`src/hdl/rwt_pkg.sv`:
```
package rwt_pkg;

   // field widths of the request and response beats
   localparam int TYPE_W    = 3;
   localparam int LEN_W     = 12;
   localparam int SEQ_IN_W  = 8;
   localparam int SEQ_W     = 7;
   localparam int COUNT_W   = 8;
   localparam int SLOT_W    = 3;
   localparam int STATUS_W  = 3;
   localparam int RETRY_W   = 8;
   localparam int SLOT_SEQ_W = 8;

   // sizing
   localparam int DEF_WINDOW_SLOTS = 8;
   localparam int SEQ_MODULUS      = 128;
   localparam int MAX_FRAME_BYTES  = 2048;

   localparam logic [LEN_W-1:0]      MIN_LEN_RESET = 12'd6;
   localparam logic [SLOT_SEQ_W-1:0] SEQ_EMPTY     = 8'hFF;

   // request codes
   localparam logic [TYPE_W-1:0] REQ_STORE         = 3'd0;
   localparam logic [TYPE_W-1:0] REQ_LOOKUP        = 3'd1;
   localparam logic [TYPE_W-1:0] REQ_CONSUME       = 3'd2;
   localparam logic [TYPE_W-1:0] REQ_CLEAR_ALL     = 3'd3;
   localparam logic [TYPE_W-1:0] REQ_BUMP_RETRY    = 3'd4;
   localparam logic [TYPE_W-1:0] REQ_CLEAN_THROUGH = 3'd5;

   // response status codes
   localparam logic [STATUS_W-1:0] ST_STORED   = 3'd0;
   localparam logic [STATUS_W-1:0] ST_FULL     = 3'd1;
   localparam logic [STATUS_W-1:0] ST_SHORT    = 3'd2;
   localparam logic [STATUS_W-1:0] ST_FOUND    = 3'd3;
   localparam logic [STATUS_W-1:0] ST_NEXT     = 3'd4;
   localparam logic [STATUS_W-1:0] ST_NOTFOUND = 3'd5;
   localparam logic [STATUS_W-1:0] ST_DONE     = 3'd6;

   // one window slot as kept in the slot ram
   typedef struct packed {
      logic [SLOT_SEQ_W-1:0] seq;
      logic [LEN_W-1:0]      length;
      logic [RETRY_W-1:0]    retries;
   } slot_entry_type;

   localparam slot_entry_type SLOT_RESET = '{seq: SEQ_EMPTY, length: '0, retries: '0};

endpackage

```
`src/hdl/rwt_if.sv`:
```
interface rwt_req_if;
   import rwt_pkg::*;

   logic                valid;
   logic                ready;
   logic [TYPE_W-1:0]   req_type;
   logic [LEN_W-1:0]    frame_length;
   logic [SEQ_IN_W-1:0] seq_number;
   logic [COUNT_W-1:0]  release_count;
   logic [SLOT_W-1:0]   slot_index;
   logic                include_target;

   modport source (
      output valid, req_type, frame_length, seq_number, release_count, slot_index,
             include_target,
      input  ready
   );

   modport sink (
      input  valid, req_type, frame_length, seq_number, release_count, slot_index,
             include_target,
      output ready
   );
endinterface

interface rwt_rsp_if;
   import rwt_pkg::*;

   logic                valid;
   logic                ready;
   logic [STATUS_W-1:0] status;
   logic [SLOT_W-1:0]   window_slot;
   logic [SEQ_W-1:0]    seq_assigned;
   logic [SLOT_W-1:0]   filled_level;
   logic [RETRY_W-1:0]  retry_count;
   logic [SLOT_W-1:0]   released;

   modport source (
      output valid, status, window_slot, seq_assigned, filled_level, retry_count, released,
      input  ready
   );

   modport sink (
      input  valid, status, window_slot, seq_assigned, filled_level, retry_count, released,
      output ready
   );
endinterface

```
`src/hdl/rwt_ram.sv`:
```
module rwt_ram #(
   parameter int WIDTH = 8,
   parameter int DEPTH = 8
) (
   input  logic                                  clock,
   input  logic                                  wr_en,
   input  logic [((DEPTH > 1) ? $clog2(DEPTH) : 1)-1:0] wr_addr,
   input  logic [WIDTH-1:0]                      wr_data,
   input  logic                                  rd_en,
   input  logic [((DEPTH > 1) ? $clog2(DEPTH) : 1)-1:0] rd_addr,
   output logic [WIDTH-1:0]                      rd_data
);

   logic [WIDTH-1:0] mem_ff [DEPTH];
   logic [WIDTH-1:0] rd_data_ff;

   // one write port, one registered read port
   always_ff @(posedge clock) begin
      if (wr_en) begin
         mem_ff[wr_addr] <= wr_data;
      end
      if (rd_en) begin
         rd_data_ff <= mem_ff[rd_addr];
      end
   end

   assign rd_data = rd_data_ff;

endmodule

```
`src/hdl/retransmit_window_tracker.sv`:
```
// Retransmission window tracker: a ring of WINDOW_SLOTS outstanding frames
// (at most WINDOW_SLOTS-1 in use), each with a sequence number, length and
// retry count. Requests arrive as beats on req_ch and each gives exactly one
// response beat on rsp_ch. csr_wr_en/csr_wr_data set the minimum frame length.
// Every request passes a decode state and then a response state; an accepted
// store and a retry bump read their slot in decode and write it back before
// the response, while lookup, clear all and clean through first walk the ring.
// One request is in work at a time; req_ch.ready rises again in the cycle the
// response is registered, and the next request may be taken from then on. The
// sequencer walks the ring one slot per cycle; a lookup reads the slots through
// the single read port of the slot ram.
// Reset empties the window, zeroes the sequence counter and sets every slot
// to its empty value at once through per-slot valid bits; no clearing pass.
// A response that is not taken stays in the output register; the block then
// finishes its next request and waits with it until the register frees up.
module retransmit_window_tracker #(
   parameter int WINDOW_SLOTS = rwt_pkg::DEF_WINDOW_SLOTS
) (
   input  logic                      clock,
   input  logic                      reset,
   input  logic                      csr_wr_en,
   input  logic [rwt_pkg::LEN_W-1:0] csr_wr_data,
   rwt_req_if.sink                   req_ch,
   rwt_rsp_if.source                 rsp_ch
);
   import rwt_pkg::*;

   localparam int PTR_W   = (WINDOW_SLOTS > 1) ? $clog2(WINDOW_SLOTS) : 1;
   localparam int ENTRY_W = $bits(slot_entry_type);
   localparam logic [PTR_W-1:0] LAST_SLOT = PTR_W'(WINDOW_SLOTS - 1);

   typedef enum logic [2:0] {
      S_IDLE,
      S_DECODE,
      S_STORE_WR,
      S_BUMP_WR,
      S_SCAN,
      S_WIPE_ALL,
      S_CLEAN,
      S_RESP
   } state_type;

   // ring helpers
   function automatic logic [PTR_W-1:0] ring_next(input logic [PTR_W-1:0] p);
      return (p == LAST_SLOT) ? '0 : PTR_W'(p + 1'b1);
   endfunction

   function automatic logic [PTR_W-1:0] ring_dist(input logic [PTR_W-1:0] h,
                                                   input logic [PTR_W-1:0] t);
      logic [PTR_W:0] d;
      d = {1'b0, h} - {1'b0, t};
      if (h < t) begin
         d = d + (PTR_W+1)'(WINDOW_SLOTS);
      end
      return d[PTR_W-1:0];
   endfunction

   function automatic logic [PTR_W-1:0] slot_mod(input logic [SLOT_W-1:0] s);
      logic [SLOT_W-1:0] r;
      r = s;
      for (int k = 0; k < 4; k++) begin
         if (32'(r) >= WINDOW_SLOTS) begin
            r = r - SLOT_W'(WINDOW_SLOTS);
         end
      end
      return PTR_W'(r);
   endfunction

   state_type                state_ff, state_in;
   logic [PTR_W-1:0]         head_ff, head_in;
   logic [PTR_W-1:0]         tail_ff, tail_in;
   logic [SEQ_W-1:0]         next_seq_ff, next_seq_in;
   logic [WINDOW_SLOTS-1:0]  valid_ff, valid_in;
   logic [LEN_W-1:0]         min_len_ff, min_len_in;

   // latched request
   logic [TYPE_W-1:0]        op_ff, op_in;
   logic [LEN_W-1:0]         flen_ff, flen_in;
   logic [SEQ_W-1:0]         number_ff, number_in;
   logic [COUNT_W-1:0]       count_ff, count_in;
   logic [PTR_W-1:0]         idx_ff, idx_in;
   logic                     incl_ff, incl_in;

   // walk control
   logic [PTR_W-1:0]         scan_ptr_ff, scan_ptr_in;
   logic [PTR_W-1:0]         rd_ptr_ff, rd_ptr_in;
   logic                     pend_ff, pend_in;

   // working result
   logic [STATUS_W-1:0]      res_status_ff, res_status_in;
   logic [PTR_W-1:0]         res_slot_ff, res_slot_in;
   logic [SEQ_W-1:0]         res_seq_ff, res_seq_in;
   logic [RETRY_W-1:0]       res_retry_ff, res_retry_in;
   logic [PTR_W-1:0]         res_rel_ff, res_rel_in;

   // output register
   logic                     rsp_valid_ff, rsp_valid_in;
   logic [STATUS_W-1:0]      rsp_status_ff, rsp_status_in;
   logic [SLOT_W-1:0]        rsp_slot_ff, rsp_slot_in;
   logic [SEQ_W-1:0]         rsp_seq_ff, rsp_seq_in;
   logic [SLOT_W-1:0]        rsp_level_ff, rsp_level_in;
   logic [RETRY_W-1:0]       rsp_retry_ff, rsp_retry_in;
   logic [SLOT_W-1:0]        rsp_rel_ff, rsp_rel_in;

   // slot ram ports
   logic                     ram_wr_en;
   logic [PTR_W-1:0]         ram_wr_addr;
   logic [ENTRY_W-1:0]       ram_wr_data;
   logic                     ram_rd_en;
   logic [PTR_W-1:0]         ram_rd_addr;
   logic [ENTRY_W-1:0]       ram_rd_data;

   logic [PTR_W-1:0]         level;
   slot_entry_type           entry_eff;

   rwt_ram #(
      .WIDTH (ENTRY_W),
      .DEPTH (WINDOW_SLOTS)
   ) u_slot_ram (
      .clock   (clock),
      .wr_en   (ram_wr_en),
      .wr_addr (ram_wr_addr),
      .wr_data (ram_wr_data),
      .rd_en   (ram_rd_en),
      .rd_addr (ram_rd_addr),
      .rd_data (ram_rd_data)
   );

   // a slot never written since reset or last wipe reads as empty
   assign entry_eff = valid_ff[rd_ptr_ff] ? slot_entry_type'(ram_rd_data) : SLOT_RESET;
   assign level     = ring_dist(head_ff, tail_ff);

   assign req_ch.ready        = (state_ff == S_IDLE);
   assign rsp_ch.valid        = rsp_valid_ff;
   assign rsp_ch.status       = rsp_status_ff;
   assign rsp_ch.window_slot  = rsp_slot_ff;
   assign rsp_ch.seq_assigned = rsp_seq_ff;
   assign rsp_ch.filled_level = rsp_level_ff;
   assign rsp_ch.retry_count  = rsp_retry_ff;
   assign rsp_ch.released     = rsp_rel_ff;

   // sequencer
   always_comb begin
      logic [PTR_W:0]         tail_sum;
      logic [PTR_W-1:0]       rel;
      slot_entry_type         wr_entry;
      logic                   next_match;

      state_in      = state_ff;
      head_in       = head_ff;
      tail_in       = tail_ff;
      next_seq_in   = next_seq_ff;
      valid_in      = valid_ff;
      min_len_in    = min_len_ff;
      op_in         = op_ff;
      flen_in       = flen_ff;
      number_in     = number_ff;
      count_in      = count_ff;
      idx_in        = idx_ff;
      incl_in       = incl_ff;
      scan_ptr_in   = scan_ptr_ff;
      rd_ptr_in     = rd_ptr_ff;
      pend_in       = pend_ff;
      res_status_in = res_status_ff;
      res_slot_in   = res_slot_ff;
      res_seq_in    = res_seq_ff;
      res_retry_in  = res_retry_ff;
      res_rel_in    = res_rel_ff;
      rsp_valid_in  = rsp_valid_ff && !rsp_ch.ready;
      rsp_status_in = rsp_status_ff;
      rsp_slot_in   = rsp_slot_ff;
      rsp_seq_in    = rsp_seq_ff;
      rsp_level_in  = rsp_level_ff;
      rsp_retry_in  = rsp_retry_ff;
      rsp_rel_in    = rsp_rel_ff;

      ram_rd_en   = 1'b0;
      ram_rd_addr = scan_ptr_ff;
      ram_wr_en   = 1'b0;
      ram_wr_addr = rd_ptr_ff;
      wr_entry    = entry_eff;
      tail_sum    = '0;
      rel         = '0;
      next_match  = ((9'(entry_eff.seq) + 9'd1) == 9'(number_ff)) ||
                    (9'(entry_eff.seq) == (9'(number_ff) + 9'(SEQ_MODULUS - 1)));

      // configuration write
      if (csr_wr_en) begin
         min_len_in = csr_wr_data;
      end

      unique case (state_ff)
         S_IDLE: begin
            if (req_ch.valid) begin
               op_in     = req_ch.req_type;
               flen_in   = req_ch.frame_length;
               number_in = req_ch.seq_number[SEQ_W-1:0];
               count_in  = req_ch.release_count;
               idx_in    = slot_mod(req_ch.slot_index);
               incl_in   = req_ch.include_target;
               state_in  = S_DECODE;
            end
         end

         S_DECODE: begin
            res_status_in = ST_DONE;
            res_slot_in   = '0;
            res_seq_in    = '0;
            res_retry_in  = '0;
            res_rel_in    = '0;
            state_in      = S_RESP;
            unique case (op_ff)
               REQ_STORE: begin
                  if ((flen_ff < min_len_ff) || (32'(flen_ff) > MAX_FRAME_BYTES)) begin
                     res_status_in = ST_SHORT;
                  end else if (level >= LAST_SLOT) begin
                     res_status_in = ST_FULL;
                  end else begin
                     // fetch the head slot to keep its retry count
                     ram_rd_en   = 1'b1;
                     ram_rd_addr = head_ff;
                     rd_ptr_in   = head_ff;
                     state_in    = S_STORE_WR;
                  end
               end
               REQ_LOOKUP: begin
                  res_status_in = ST_NOTFOUND;
                  if (head_ff != tail_ff) begin
                     scan_ptr_in = tail_ff;
                     pend_in     = 1'b0;
                     state_in    = S_SCAN;
                  end
               end
               REQ_CONSUME: begin
                  rel        = (count_ff < COUNT_W'(level)) ? PTR_W'(count_ff) : level;
                  tail_sum   = {1'b0, tail_ff} + {1'b0, rel};
                  if (tail_sum >= (PTR_W+1)'(WINDOW_SLOTS)) begin
                     tail_sum = tail_sum - (PTR_W+1)'(WINDOW_SLOTS);
                  end
                  tail_in    = tail_sum[PTR_W-1:0];
                  res_rel_in = rel;
               end
               REQ_CLEAR_ALL: begin
                  scan_ptr_in = tail_ff;
                  state_in    = S_WIPE_ALL;
               end
               REQ_BUMP_RETRY: begin
                  ram_rd_en   = 1'b1;
                  ram_rd_addr = idx_ff;
                  rd_ptr_in   = idx_ff;
                  state_in    = S_BUMP_WR;
               end
               REQ_CLEAN_THROUGH: begin
                  scan_ptr_in = tail_ff;
                  state_in    = S_CLEAN;
               end
               default: begin
                  res_status_in = ST_DONE;
               end
            endcase
         end

         // write the new frame into the head slot
         S_STORE_WR: begin
            wr_entry.seq    = {1'b0, next_seq_ff};
            wr_entry.length = flen_ff;
            ram_wr_en       = 1'b1;
            valid_in[rd_ptr_ff] = 1'b1;
            res_status_in   = ST_STORED;
            res_slot_in     = head_ff;
            res_seq_in      = next_seq_ff;
            next_seq_in     = (next_seq_ff == SEQ_W'(SEQ_MODULUS - 1)) ? '0
                                                                   : SEQ_W'(next_seq_ff + 1'b1);
            head_in         = ring_next(head_ff);
            state_in        = S_RESP;
         end

         // increment the addressed slot's retry count
         S_BUMP_WR: begin
            wr_entry.retries = RETRY_W'(entry_eff.retries + 1'b1);
            ram_wr_en        = 1'b1;
            valid_in[rd_ptr_ff] = 1'b1;
            res_retry_in     = wr_entry.retries;
            state_in         = S_RESP;
         end

         // read one slot per cycle, compare the one read last cycle
         S_SCAN: begin
            if (pend_ff && (entry_eff.seq == {1'b0, number_ff})) begin
               res_status_in = ST_FOUND;
               res_slot_in   = rd_ptr_ff;
               state_in      = S_RESP;
            end else if (scan_ptr_ff != head_ff) begin
               ram_rd_en   = 1'b1;
               rd_ptr_in   = scan_ptr_ff;
               scan_ptr_in = ring_next(scan_ptr_ff);
               pend_in     = 1'b1;
            end else begin
               // last compared slot is the newest one
               res_status_in = next_match ? ST_NEXT : ST_NOTFOUND;
               state_in      = S_RESP;
            end
         end

         // wipe tail up to head, then empty the ring
         S_WIPE_ALL: begin
            if (scan_ptr_ff != head_ff) begin
               valid_in[scan_ptr_ff] = 1'b0;
               scan_ptr_in = ring_next(scan_ptr_ff);
            end else begin
               head_in  = '0;
               tail_in  = '0;
               state_in = S_RESP;
            end
         end

         // wipe tail up to the addressed slot, and that slot too if include_target is set
         S_CLEAN: begin
            if (scan_ptr_ff != idx_ff) begin
               valid_in[scan_ptr_ff] = 1'b0;
               scan_ptr_in = ring_next(scan_ptr_ff);
            end else begin
               if (incl_ff) begin
                  valid_in[idx_ff] = 1'b0;
               end
               state_in = S_RESP;
            end
         end

         // hand the result to the output register once it is free
         S_RESP: begin
            if (!rsp_valid_ff || rsp_ch.ready) begin
               rsp_valid_in  = 1'b1;
               rsp_status_in = res_status_ff;
               rsp_slot_in   = SLOT_W'(res_slot_ff);
               rsp_seq_in    = res_seq_ff;
               rsp_level_in  = SLOT_W'(level);
               rsp_retry_in  = res_retry_ff;
               rsp_rel_in    = SLOT_W'(res_rel_ff);
               state_in      = S_IDLE;
            end
         end

         default: begin
            state_in = S_IDLE;
         end
      endcase

      ram_wr_data = wr_entry;
   end

   // state and registered outputs
   always_ff @(posedge clock) begin
      if (reset) begin
         state_ff     <= S_IDLE;
         head_ff      <= '0;
         tail_ff      <= '0;
         next_seq_ff  <= '0;
         valid_ff     <= '0;
         min_len_ff   <= MIN_LEN_RESET;
         pend_ff      <= 1'b0;
         rsp_valid_ff <= 1'b0;
      end else begin
         state_ff     <= state_in;
         head_ff      <= head_in;
         tail_ff      <= tail_in;
         next_seq_ff  <= next_seq_in;
         valid_ff     <= valid_in;
         min_len_ff   <= min_len_in;
         pend_ff      <= pend_in;
         rsp_valid_ff <= rsp_valid_in;
      end
      op_ff         <= op_in;
      flen_ff       <= flen_in;
      number_ff     <= number_in;
      count_ff      <= count_in;
      idx_ff        <= idx_in;
      incl_ff       <= incl_in;
      scan_ptr_ff   <= scan_ptr_in;
      rd_ptr_ff     <= rd_ptr_in;
      res_status_ff <= res_status_in;
      res_slot_ff   <= res_slot_in;
      res_seq_ff    <= res_seq_in;
      res_retry_ff  <= res_retry_in;
      res_rel_ff    <= res_rel_in;
      rsp_status_ff <= rsp_status_in;
      rsp_slot_ff   <= rsp_slot_in;
      rsp_seq_ff    <= rsp_seq_in;
      rsp_level_ff  <= rsp_level_in;
      rsp_retry_ff  <= rsp_retry_in;
      rsp_rel_ff    <= rsp_rel_in;
   end

endmodule

```
`src/flat_wrapper.sv`:
```
// flat-port wrapper written by rule: the top's interface ports become plain ports
module retransmit_window_tracker_flat import rwt_pkg::*;
#(
   parameter int WINDOW_SLOTS = rwt_pkg::DEF_WINDOW_SLOTS
)
  (clock, reset, csr_wr_en, csr_wr_data, req_ch_valid, req_ch_req_type, req_ch_frame_length, req_ch_seq_number, req_ch_release_count, req_ch_slot_index, req_ch_include_target, req_ch_ready, rsp_ch_valid, rsp_ch_status, rsp_ch_window_slot, rsp_ch_seq_assigned, rsp_ch_filled_level, rsp_ch_retry_count, rsp_ch_released, rsp_ch_ready);
  rwt_req_if req_ch_i ();
  rwt_rsp_if rsp_ch_i ();
  input  logic clock;
  input  logic reset;
  input  logic csr_wr_en;
  input  logic [rwt_pkg::LEN_W-1:0] csr_wr_data;
  input wire logic [$bits(req_ch_i.valid)-1:0] req_ch_valid;
  input wire logic [$bits(req_ch_i.req_type)-1:0] req_ch_req_type;
  input wire logic [$bits(req_ch_i.frame_length)-1:0] req_ch_frame_length;
  input wire logic [$bits(req_ch_i.seq_number)-1:0] req_ch_seq_number;
  input wire logic [$bits(req_ch_i.release_count)-1:0] req_ch_release_count;
  input wire logic [$bits(req_ch_i.slot_index)-1:0] req_ch_slot_index;
  input wire logic [$bits(req_ch_i.include_target)-1:0] req_ch_include_target;
  output wire logic [$bits(req_ch_i.ready)-1:0] req_ch_ready;
  output wire logic [$bits(rsp_ch_i.valid)-1:0] rsp_ch_valid;
  output wire logic [$bits(rsp_ch_i.status)-1:0] rsp_ch_status;
  output wire logic [$bits(rsp_ch_i.window_slot)-1:0] rsp_ch_window_slot;
  output wire logic [$bits(rsp_ch_i.seq_assigned)-1:0] rsp_ch_seq_assigned;
  output wire logic [$bits(rsp_ch_i.filled_level)-1:0] rsp_ch_filled_level;
  output wire logic [$bits(rsp_ch_i.retry_count)-1:0] rsp_ch_retry_count;
  output wire logic [$bits(rsp_ch_i.released)-1:0] rsp_ch_released;
  input wire logic [$bits(rsp_ch_i.ready)-1:0] rsp_ch_ready;
  assign req_ch_i.valid = req_ch_valid;
  assign req_ch_i.req_type = req_ch_req_type;
  assign req_ch_i.frame_length = req_ch_frame_length;
  assign req_ch_i.seq_number = req_ch_seq_number;
  assign req_ch_i.release_count = req_ch_release_count;
  assign req_ch_i.slot_index = req_ch_slot_index;
  assign req_ch_i.include_target = req_ch_include_target;
  assign req_ch_ready = req_ch_i.ready;
  assign rsp_ch_valid = rsp_ch_i.valid;
  assign rsp_ch_status = rsp_ch_i.status;
  assign rsp_ch_window_slot = rsp_ch_i.window_slot;
  assign rsp_ch_seq_assigned = rsp_ch_i.seq_assigned;
  assign rsp_ch_filled_level = rsp_ch_i.filled_level;
  assign rsp_ch_retry_count = rsp_ch_i.retry_count;
  assign rsp_ch_released = rsp_ch_i.released;
  assign rsp_ch_i.ready = rsp_ch_ready;
  retransmit_window_tracker #(.WINDOW_SLOTS(WINDOW_SLOTS)) u_core (.clock(clock), .reset(reset), .csr_wr_en(csr_wr_en), .csr_wr_data(csr_wr_data), .req_ch(req_ch_i), .rsp_ch(rsp_ch_i));
endmodule
```
`config.mk`:
```
export PLATFORM = sky130hd
export DESIGN_NAME = retransmit_window_tracker_flat
export DESIGN_NICKNAME = d
export VERILOG_FILES = /design/src/hdl/rwt_pkg.sv /design/src/hdl/rwt_if.sv /design/src/hdl/rwt_ram.sv /design/src/hdl/retransmit_window_tracker.sv /design/src/flat_wrapper.sv
export SDC_FILE = /design/constraint.sdc
export NUM_CORES = 1
export LEC_CHECK = 0
export BUFFER_PORTS_ARGS = -buffer_cell sky130_fd_sc_hd__buf_2
export CELL_PAD_IN_SITES_DETAIL_PLACEMENT = 1
export CELL_PAD_IN_SITES_GLOBAL_PLACEMENT = 1
export CORE_MARGIN = 1
export CORE_UTILIZATION = 40
export DETAILED_ROUTE_END_ITERATION = 12
export PLACE_DENSITY_LB_ADDON = 0.1
export SKIP_LAST_GASP = 1
export SYNTH_ARGS = -nofsm -noshare
export SYNTH_HDL_FRONTEND = slang
export SYNTH_SLANG_ARGS = --single-unit
```
`constraint.sdc`:
```
create_clock -name clock -period 4 [get_ports clock]
set_input_delay 0.8 -clock clock [delete_from_list [all_inputs] [get_ports clock]]
set_output_delay 0.8 -clock clock [all_outputs]
set_load 0.01 [all_outputs]
```
==> run summary <==
Initial core utilization: 41.0%
Post-synth EDFFs: 235
CTS resizes: 0
Hold Crit Class: in -> reg
Reg clk slew, reported paths: 0.06 ns
Hold_sp: req_ch_release_count[7]
Unrepaired setup endpoints after global routing: no
Rel. slew slack: 30.3%
Hold Fails Final Rpt: 0
Die Wd: 180 µm
Worst path most repeated cell: a21oi_4
Synthesis warning total: 0
Routed wire length: 32700 µm
Minimum clock period: 3.78 ns
Kind of critical path: reg -> reg
Worst-case reg-to-reg path depth: 10
Critical-path top delay cell: a221o_2
Die height: 180 µm
Remaining antenna violation count: 0
Setup TNS: 0 ns
Worst Hold Path EP: u_core.count_ff[7]
CTS Buf Count: 31
Syn Inst Count: 1009
Worst hold stages: 1
Max Slew Vio Count: 0
ANT cells: 0
Share of cells above drive strength 1: 16.5%
Global-route wire length before repair: 51000 µm
Async SR Flop Fraction: 0%
GP Congestion: 0.812
Initial antenna violation count: 0
R2r endpoint: u_core.u_slot_ram.rd_data[22]
# H-tree levels: 1
Startpoint class of the critical path: flip-flop
CP max stage delay: 0.52 ns
Initial drt markers: 570
Maximum root-to-sink buffer count: 3
LEAKAGE: 4.90 nW
Input/output buffers: 79
Status: finished, violations left
Synth Net Count: 1087
Crit path DAT: 4.08 ns
Design area: 14400 µm²
I/O Pins: 81
Global route overflow: 0
Setup Buffers After CTS: 0
Drt pass-1 iters: 9
Area grow syn2layout: 14.3%
CP Capture Type: flip-flop
Setup violations, final: 0
Critical-path cell list: ha_1 > nand4_1 > or3_1 > o32a_1 > a21oi_4 > a21oi_4 > a221o_2 > buf_12 > a2111oi_0 > nor4_1
Max Fclk: 264 MHz
Vias in the first global route: 8648
Synth cell types: 72
Post-synth top flop: edfxtp_1
Placed instance area: 13500 µm²
Post-Synthesis Cell Area: 12600 µm²
Fin crit share: 94.6%
Fillers: 3201
PwrDens: 668 nW/µm²
Sink Count: 273
Least-Margin Pin Slew: 1.04 ns
CP required: 4.29 ns
Via density: 5.63
Synthesized area per cell: 12.5 µm²
Worst Path Max Fanout: 20
Routed WL per cell: 21.8 µm
Clk_skew: 0.0114 ns
# DRC: 6
Hold buffers post-CTS: 0
Clk Tree Root Cell: clkbuf_16
#FFs+latches synth: 273
Final nets: 1161
Core Box Area: 30800 µm²
Worst skew pair latency: 0.58 ns
Register area share after synthesis: 61.8%
Die area: 32300 µm²
Worst VDD drop: 341 µV
Failing checks: design-rule violations
Dpl hpwl: 21200 µm
Via count: 8452
TritonCTS clock tree: built
Total track usage: 20.2%
Internal reg-to-reg setup slack: 0.22 ns
Reg-to-reg critical path startpoint: u_core.flen_ff[11]
Max-cap violations: 0
Rows: 64
Pin count of the biggest net entering global routing: 65
-- report_power, final --
| part | switching, W | internal, W |
|---|---|---|
| Clock | 0.00112 | 0.00148 |
| Sequential | 0.000401 | 0.00381 |
| Combinational | 0.00188 | 0.000951 |
-- cell type report --
type,instances,area [µm²],area share [%]
repair buffers,115,716,4.95
clock inverters,18,124,0.858
clock buffers,38,802,5.55
inverters,33,124,0.858
well taps,396,495,3.43
multi-input cells,629,4370,30.2
flip-flops and latches,273,7820,54.1
-- synth_stat cells (all sizes together), types with 21 or more instances --
| library cell | instances | share of area, % |
|---|---|---|
| nor2 | 95 | 2.8 |
| a2111oi | 65 | 4.8 |
| xor2 | 22 | 1.6 |
| nand3 | 21 | 0.83 |
| nor4 | 25 | 1.4 |
| nor3b | 65 | 3.9 |
| inv | 33 | 0.98 |
| o21ai | 34 | 1.3 |
| nand2 | 51 | 1.5 |
| clkbuf | 37 | 1.1 |
| buf | 37 | 1.7 |
| ha | 24 | 2.4 |
| dfxtp | 38 | 6.0 |
| a21oi | 32 | 1.5 |
| edfxtp | 235 | 56 |
-- cells in the final DEF (no fill, tap or decap), drive strengths merged, types with 4 or more instances in the layout --
cell	instances
a2111oi	65
a211oi	6
a21oi	32
a22oi	10
a31oi	9
and2	8
and3	13
buf	115
clkbuf	38
clkinv	15
dfxtp	38
edfxtp	235
ha	24
inv	34
mux2	4
mux2i	15
nand2	51
nand2b	13
nand3	21
nand4	4
nor2	95
nor2b	5
nor3	20
nor3b	65
nor4	25
o21a	7
o21ai	34
o31ai	7
or2	4
or3	6
xnor2	19
xor2	22
-- worst max-delay path: cells and delay by family (launching register included) --
| family | cells | cell delay [ns] |
|---|---|---|
| compound gates | 5 | 1.86 |
| flops | 1 | 0.41 |
| simple gates | 3 | 0.66 |
| buf+inv | 1 | 0.22 |
| fa+ha+maj | 1 | 0.34 |
-- routing by layer --
metal / share of wire, % / routed length, µm / GRT usage [%] / vias to the layer above
met3: 4.1 / 1330 / 2.96 / 41
met1: 48 / 15600 / 28.8 / 4245
met2: 46 / 15000 / 32.4 / 161
li1: - / - / - / 4005
met5: 0 / 0 / 0 / -
met4: 2.2 / 714 / 5.17 / 0
-- how the worst max path moves through the flow --
stage,start,endpoint,slack (ns),depth (start not counted)
global route,u_core.flen_ff[11],u_core.u_slot_ram.rd_data[7],0.01,10
finish,u_core.flen_ff[11],u_core.u_slot_ram.rd_data[22],0.22,10
global placement,u_core.flen_ff[11],u_core.u_slot_ram.rd_data[1],0.36,10
CTS,u_core.flen_ff[11],u_core.u_slot_ram.rd_data[22],0.19,10
detailed placement,u_core.flen_ff[11],u_core.u_slot_ram.rd_data[7],0.23,10
floorplan,u_core.head_ff[0],u_core.tail_ff[2],0.58,18
-- sequential cells by signal, summed over array words and instances (netlist names), 7 cells and up --
register,count
u_core.count_ff,8
u_core.flen_ff,12
u_core.min_len_ff,12
u_core.next_seq_ff,7
u_core.number_ff,7
u_core.res_retry_ff,8
u_core.res_seq_ff,7
u_core.rsp_ch.retry_count,8
u_core.rsp_ch.seq_assigned,7
u_core.u_slot_ram.mem_ff,128
u_core.u_slot_ram.rd_data,16
u_core.valid_ff,8
-- cells by family after synthesis --
logic type                 after synthesis  synth area share, %
buffers and inverters                  107                 3.81
and+or+nand+nor                        338                 14.3
muxes                                   21                 1.90
AOI/OAI and AO/OA                      203                 12.5
DFF                                    273                 61.8
adders and majority gates               26                 2.69
xor gates and xnor gates                41                 2.96
-- stage by stage --
step	hold slack, ns	utilization, %	worst slack (ns)	power [W]	std cells
CTS	0.366	46.9	0.185	0.00975	1502
global route	0.373	46.9	0.0120	0.0102	1502
finish	0.398	46.9	0.215	0.00964	1502
detailed placement	0.405	43.8	0.226	0.00711	1446
global placement	0.401	43.8	0.361	0.00703	1446
floorplan	0.400	-	0.583	0.00605	1009
Note: power is estimated with default switching activity, not from simulation.
